File: src/sfpq_pkg.sv
// sfpq_pkg: shared types and constants for the smallest-first pending queue
// used by sfpq_cell and smallest_first_pending_queue_unit; no dependencies
package sfpq_pkg;

    localparam int SIZE_W              = 32;
    localparam int ID_W                = 16;
    localparam int DEFAULT_QUEUE_DEPTH = 16;

    // transaction kinds carried on the input tuser
    localparam logic MODE_ADD  = 1'b0;
    localparam logic MODE_TAKE = 1'b1;

    // one queue entry
    typedef struct packed {
        logic [SIZE_W-1:0] size;
        logic [ID_W-1:0]   id;
    } entry_t;

    // per-cycle command broadcast to every cell
    typedef struct packed {
        logic add;
        logic take;
    } cmd_t;

endpackage

File: src/sfpq_cell.sv
// sfpq_cell: one slot of the sorted queue chain, holding one entry
// depends on sfpq_pkg for entry and command types
module sfpq_cell (
    input  logic             clk,
    input  sfpq_pkg::cmd_t   cmd,        // broadcast add / take
    input  sfpq_pkg::entry_t new_entry,  // entry being inserted
    input  logic             occupied,   // slot lies below the fill count
    input  logic             left_keep,  // left neighbour keeps its entry
    input  sfpq_pkg::entry_t left_entry, // entry of the cell nearer the head
    input  sfpq_pkg::entry_t right_entry,// entry of the cell nearer the tail
    output sfpq_pkg::entry_t entry,      // this cell's entry
    output logic             keep        // this cell stays put on an add
);
    import sfpq_pkg::*;

    entry_t entry_reg;
    entry_t entry_next;

    // an occupied entry no larger than the new size stays ahead of it
    assign keep  = occupied && (entry_reg.size <= new_entry.size);
    assign entry = entry_reg;

    // insert: hold, take the new entry, or shift in from the left; take: shift in from the right
    always_comb
    begin
        entry_next = entry_reg;
        if (cmd.add)
        begin
            if (keep)
            begin
                entry_next = entry_reg;
            end
            else if (left_keep)
            begin
                entry_next = new_entry;
            end
            else
            begin
                entry_next = left_entry;
            end
        end
        else if (cmd.take)
        begin
            entry_next = right_entry;
        end
    end

    // payload register, no reset needed
    always_ff @(posedge clk)
    begin
        entry_reg <= entry_next;
    end

endmodule

File: src/smallest_first_pending_queue_unit.sv
// smallest_first_pending_queue_unit: top level of the sorted pending queue
// depends on sfpq_pkg and sfpq_cell
// the result of an accepted transaction sits in the output register from the next cycle
// one add or take per cycle through a parallel compare and shift across the cell
// chain; input stalls while a result waits unaccepted
// reset clears the fill count, the id counter and the output valid; entry
// registers are not reset
module smallest_first_pending_queue_unit #(
    parameter int QUEUE_DEPTH = sfpq_pkg::DEFAULT_QUEUE_DEPTH,
    parameter int CNT_W       = $clog2(QUEUE_DEPTH + 1),
    parameter int OUT_DW      = ((sfpq_pkg::ID_W + sfpq_pkg::SIZE_W + CNT_W + 7) / 8) * 8
) (
    input  logic                        clk,
    input  logic                        rst_n,
    input  logic                        s_tvalid,
    output logic                        s_tready,
    input  logic [sfpq_pkg::SIZE_W-1:0] s_tdata,  // [31:0] file_size
    input  logic                        s_tuser,  // [0] mode
    output logic                        m_tvalid,
    input  logic                        m_tready,
    output logic [OUT_DW-1:0]           m_tdata,  // taken_id, taken_size, pending_count, zero pad
    output logic [1:0]                  m_tuser   // [0] taken_valid, [1] overflow
);
    import sfpq_pkg::*;

    logic [CNT_W-1:0] occ_reg, occ_next;
    logic [ID_W-1:0]  last_id_reg, last_id_next;
    logic             out_valid_reg, out_valid_next;
    logic             taken_valid_reg, taken_valid_next;
    logic             overflow_reg, overflow_next;
    logic [ID_W-1:0]  taken_id_reg, taken_id_next;
    logic [SIZE_W-1:0] taken_size_reg, taken_size_next;
    logic [CNT_W-1:0] pending_reg, pending_next;

    logic             accept;
    logic             is_add;
    logic             full;
    logic             empty;
    logic [ID_W-1:0]  new_id;
    cmd_t             cmd;
    entry_t           new_entry;
    entry_t           cell_entry [QUEUE_DEPTH];
    logic             cell_keep  [QUEUE_DEPTH];

    // input handshake: take a transaction when the output slot frees up
    assign s_tready = !out_valid_reg || m_tready;
    assign accept   = s_tvalid && s_tready;
    assign is_add   = (s_tuser == MODE_ADD);
    assign full     = (occ_reg == CNT_W'(QUEUE_DEPTH));
    assign empty    = (occ_reg == '0);
    assign new_id   = last_id_reg + ID_W'(1);

    // command broadcast to the chain
    assign cmd.add        = accept && is_add && !full;
    assign cmd.take       = accept && !is_add && !empty;
    assign new_entry.size = s_tdata;
    assign new_entry.id   = new_id;

    // chain of cells, head at index 0
    for (genvar i = 0; i < QUEUE_DEPTH; i++)
    begin : g_cell
        entry_t left_e;
        entry_t right_e;
        logic   left_k;

        if (i == 0)
        begin : g_head
            assign left_e = new_entry;
            assign left_k = 1'b1;
        end
        else
        begin : g_mid
            assign left_e = cell_entry[i-1];
            assign left_k = cell_keep[i-1];
        end

        if (i == QUEUE_DEPTH - 1)
        begin : g_tail
            assign right_e = cell_entry[i];
        end
        else
        begin : g_body
            assign right_e = cell_entry[i+1];
        end

        sfpq_cell u_cell (
            .clk         (clk),
            .cmd         (cmd),
            .new_entry   (new_entry),
            .occupied    (occ_reg > CNT_W'(i)),
            .left_keep   (left_k),
            .left_entry  (left_e),
            .right_entry (right_e),
            .entry       (cell_entry[i]),
            .keep        (cell_keep[i])
        );
    end

    // fill count, id counter and result formation
    always_comb
    begin
        occ_next          = occ_reg;
        last_id_next      = last_id_reg;
        out_valid_next    = out_valid_reg;
        taken_valid_next  = taken_valid_reg;
        overflow_next     = overflow_reg;
        taken_id_next     = taken_id_reg;
        taken_size_next   = taken_size_reg;
        pending_next      = pending_reg;

        if (m_tready)
        begin
            out_valid_next = 1'b0;
        end

        if (accept)
        begin
            out_valid_next   = 1'b1;
            taken_valid_next = 1'b0;
            overflow_next    = 1'b0;
            taken_id_next    = '0;
            taken_size_next  = '0;
            if (cmd.add)
            begin
                occ_next      = occ_reg + CNT_W'(1);
                last_id_next  = new_id;
                taken_id_next = new_id;
            end
            else if (cmd.take)
            begin
                occ_next         = occ_reg - CNT_W'(1);
                taken_valid_next = 1'b1;
                taken_id_next    = cell_entry[0].id;
                taken_size_next  = cell_entry[0].size;
            end
            else if (is_add)
            begin
                overflow_next = 1'b1;
            end
            pending_next = occ_next;
        end
    end

    // control registers
    always_ff @(posedge clk or negedge rst_n)
    begin
        if (!rst_n)
        begin
            occ_reg       <= '0;
            last_id_reg   <= '0;
            out_valid_reg <= 1'b0;
        end
        else
        begin
            occ_reg       <= occ_next;
            last_id_reg   <= last_id_next;
            out_valid_reg <= out_valid_next;
        end
    end

    // result payload registers
    always_ff @(posedge clk)
    begin
        taken_valid_reg <= taken_valid_next;
        overflow_reg    <= overflow_next;
        taken_id_reg    <= taken_id_next;
        taken_size_reg  <= taken_size_next;
        pending_reg     <= pending_next;
    end

    // output transaction packing
    assign m_tvalid = out_valid_reg;
    assign m_tdata  = OUT_DW'({pending_reg, taken_size_reg, taken_id_reg});
    assign m_tuser  = {overflow_reg, taken_valid_reg};

endmodule

File: config.mk
export PLATFORM = sky130hd
export DESIGN_NAME = smallest_first_pending_queue_unit
export DESIGN_NICKNAME = d
export VERILOG_FILES = /design/src/sfpq_pkg.sv /design/src/sfpq_cell.sv /design/src/smallest_first_pending_queue_unit.sv
export SDC_FILE = /design/constraint.sdc
export NUM_CORES = 2
export LEC_CHECK = 0
export ABC_AREA = 1
export BUFFER_PORTS_ARGS = -buffer_cell sky130_fd_sc_hd__buf_2
export CORE_MARGIN = 2
export CORE_UTILIZATION = 65
export CTS_CLUSTER_DIAMETER = 100
export DETAILED_ROUTE_END_ITERATION = 7
export PLACE_DENSITY_LB_ADDON = 0.1
export SYNTH_ARGS = -nofsm -noshare
export SYNTH_HDL_FRONTEND = slang
export SYNTH_SLANG_ARGS = --single-unit
File: constraint.sdc
create_clock -name clk -period 6.61 [get_ports clk]
set_clock_uncertainty 0.15 [all_clocks]
set_input_delay 0.9915 -clock clk [delete_from_list [all_inputs] [get_ports clk]]
set_output_delay 0.9915 -clock clk [all_outputs]
set_load 0.1 [all_outputs]
==> key figures <==
Critical path
  – Reg2reg start: occ_reg[0]
  – Critical Path RT: 6840 ps
  – Crit path capture type: flop
  – R2R Setup Slk: 1710 ps
  – Crit path max fanout: 25
  – R2R depth: 12
  – FF-to-FF End: g_cell[1].u_cell.entry[6]
  – Critical path startpoint category: input port
  – Arr. time, crit path: 5400 ps
  – Crit Path Category: input port to flop
  – CP Launch Point: s_tdata[9]
  – Crit path capture: g_cell[1].u_cell.entry[23]

Timing
  – Max-slew violation count: 3
  – Final period util: 0.783
  – Fin Setup TNS: 0 ps
  – Actual slew at the worst max-slew pin: 1650 ps
  – Max Freq: 193 MHz
  – Endpoints failing setup: 0
  – Tmin final: 5170 ps
  – Hold Slack: 135 ps
  – Worst slew margin: -0.108
  – RSZ-0062 raised after global routing: no
  – Hold Fails Final Rpt: 0

Global routing
  – Pin count of the biggest net entering global routing: 232
  – Vias in the first global route: 47,300
  – Grt total ovfl: 0
  – Total Routing Usage GR: 0.417
  – First-pass GRT wire length: 282,000 um
  – Initial antenna violation count: 3

Synthesis
  – Synthesized area per cell: 7.60 um2
  – Synthesized instance count: 7,444
  – Number of synthesized flops with an enable pin: 823
  – Register area share after synthesis: 0.447
  – Synth Cell Area: 56,600 um2
  – Post-synthesis async set-or-reset flop share: 0.0260
  – Yosys Warn Count: 0
  – Netlist cell types: 45
  – Top post-synthesis cells by area: edfxtp_1 (44%), nand2_1 (27%), ha_1 (11%)
  – Cell taking the most area after synthesis: edfxtp_1
  – Top_reg_cell synth: edfxtp_1
  – #FFs+latches synth: 845
  – Top-area cell type share of the netlist area: 0.437

Routing
  – Post-DRT Antenna Nets: 0
  – Iteration-0 DRC Markers: 6,181
  – Vias: 49,900
  – DR WL/cell: 21.8 um
  – Drt pass-1 iters: 8
  – Drc violations: 0
  – Via/cell ratio: 5.77
  – Total Wirelength: 188,000 um

CTS
  – Post-CTS resize count: 0
  – Number of clock sinks: 845
  – Max H-tree Level: 3
  – TritonCTS buffer count: 95
  – Root Driver: clkbuf_16
  – CTS tree: done
  – Clock Latency Late Sink: 720 ps
  – Clk pin slew, worst setup/hold paths: 60 ps
  – CTS Buffer Depth: 3
  – Post-CTS Setup Repair Bufs: 0
  – Cts hold-fix bufs: 0

Floorplan
  – I/O pin count: 97
  – Total die area: 89,400 um2
  – Core footprint: 86,500 um2
  – # rows: 108
  – Die width: 299 um
  – Starting Density: 0.654
  – Die Y: 299 um

Layout
  – Area grow syn2layout: 7.11%
  – Final core occ: 0.701
  – Number of flip-flops in the largest register: 768
  – Share of cells above drive strength 1: 0.0543
  – Nets: 7,959

Flow run
  – MaxCap Viol Count: 1

Pwr
  – PD cells: 361 nW/um2
  – Design Power: 0.0218 W
  – Leak: 34.5 nW
  – Max VDD drop: 0.000339 V

Placement
  – RD Place Congestion: 0.965
  – IO buf count: 93
  – Dpl hpwl: 120,000 um

Run status
  – Outcome: finished with violations
  – Failing checks: max-capacitance violations, max-slew violations

Worst hold path
  – Hold WC Path Type: input port to asynchronous set/reset pin
## layout make-up
| type | instances | area (um2) |
|---|---|---|
| Inverter | 861 | 3240 |
| Clock inverter | 64 | 718 |
| Timing Repair Buffer | 167 | 1110 |
| Clock buffer | 111 | 2460 |
| Multi-Input combinational cell | 5434 | 26400 |
| Tap cell | 1155 | 1450 |
| Antenna cell | 2 | 5.00 |
| Sequential cell | 845 | 25300 |
| Fill cell | 7197 | 25900 |
## worst min path at each step
| stage | from | end | slack, ps |
|---|---|---|---|
| floorplan | g_cell[15].u_cell.entry[0] | g_cell[14].u_cell.entry[0] | 340 |
| global placement | g_cell[15].u_cell.entry[6] | g_cell[14].u_cell.entry[6] | 350 |
| CTS | rst_n | last_id_reg[7] | 110 |
| detailed placement | g_cell[15].u_cell.entry[11] | g_cell[14].u_cell.entry[11] | 350 |
| finish | rst_n | last_id_reg[7] | 140 |
| global route | rst_n | last_id_reg[7] | 150 |
## synthesized netlist by cell type, types with 3 or more instances
cell type,number
nand2_1,4111
inv_1,858
edfxtp_1,823
ha_1,518
a21oi_1,217
nor2_1,205
o21ai_0,123
buf_2,117
nand3_1,89
clkbuf_1,84
buf_4,46
nand4_1,37
nand2_4,35
buf_6,30
dfrtp_1,22
a21o_1,20
xor2_1,19
o21a_1,15
buf_1,13
nand2_2,9
clkbuf_8,7
nor3_1,7
dlymetal6s2s_1,6
o211ai_1,4
nand3b_1,3
## worst max-delay path, cell delays in order
cell and delay (ps):
buf_2 130, inv_1 680, ha_1 300, nand3_1 130, nor3_1 1260, nand2_1 120
nand2_1 330, nand2_1 100, nand2_1 70, nand2_1 70, nand2_2 70, nand2_2 60
buf_4 240, nand2_4 480, buf_12 300
## per-stage QoR
step	instance area (um2)	setup slack, ps	cells
final	60600	1440	8639
after global routing	60600	1490	8637
after CTS	60600	1740	8637
after detailed placement	57400	1020	8462
after global placement	57400	995	8462
after floorplan	56600	1090	7446
## report_power, final
| part | internal, W | switching (W) |
|---|---|---|
| Clock | 0.00315 | 0.00242 |
| Combinational | 0.00213 | 0.00588 |
| Sequential | 0.00750 | 0.000780 |
| Total | 0.0128 | 0.00908 |
## kinds of logic (layout without fill, tap and decap cells)
kind of cell	after synthesis	count (layout)	synth area share
adders and majority gates	518	518	0.115
and+or+nand+nor	4507	4507	0.309
other	1	5	0.0000663
xor gates and xnor gates	20	20	0.00323
DFF	845	845	0.447
buffers and inverters	1167	1203	0.0900
AOI/OAI and AO/OA	386	386	0.0361
## cells in the final DEF (no fill, tap or decap), drive strengths merged, types with 20 or more instances in the layout
master,n
a21o,20
nor2,207
o21ai,124
clkinv,50
dfrtp,22
nand3,91
ha,518
edfxtp,823
nand2,4155
clkbuf,111
inv,862
nand4,39
buf,167
xor2,20
a21oi,217
## routing by layer
layer  up-vias  global-route usage  share of wire
met5         -                   0       0.000069
li1      23200                   -              -
met4         2               0.211          0.058
met3       554              0.0942           0.12
met1     23100               0.565           0.39
met2      3009               0.633           0.43
Power figures use the tool's default switching activity.
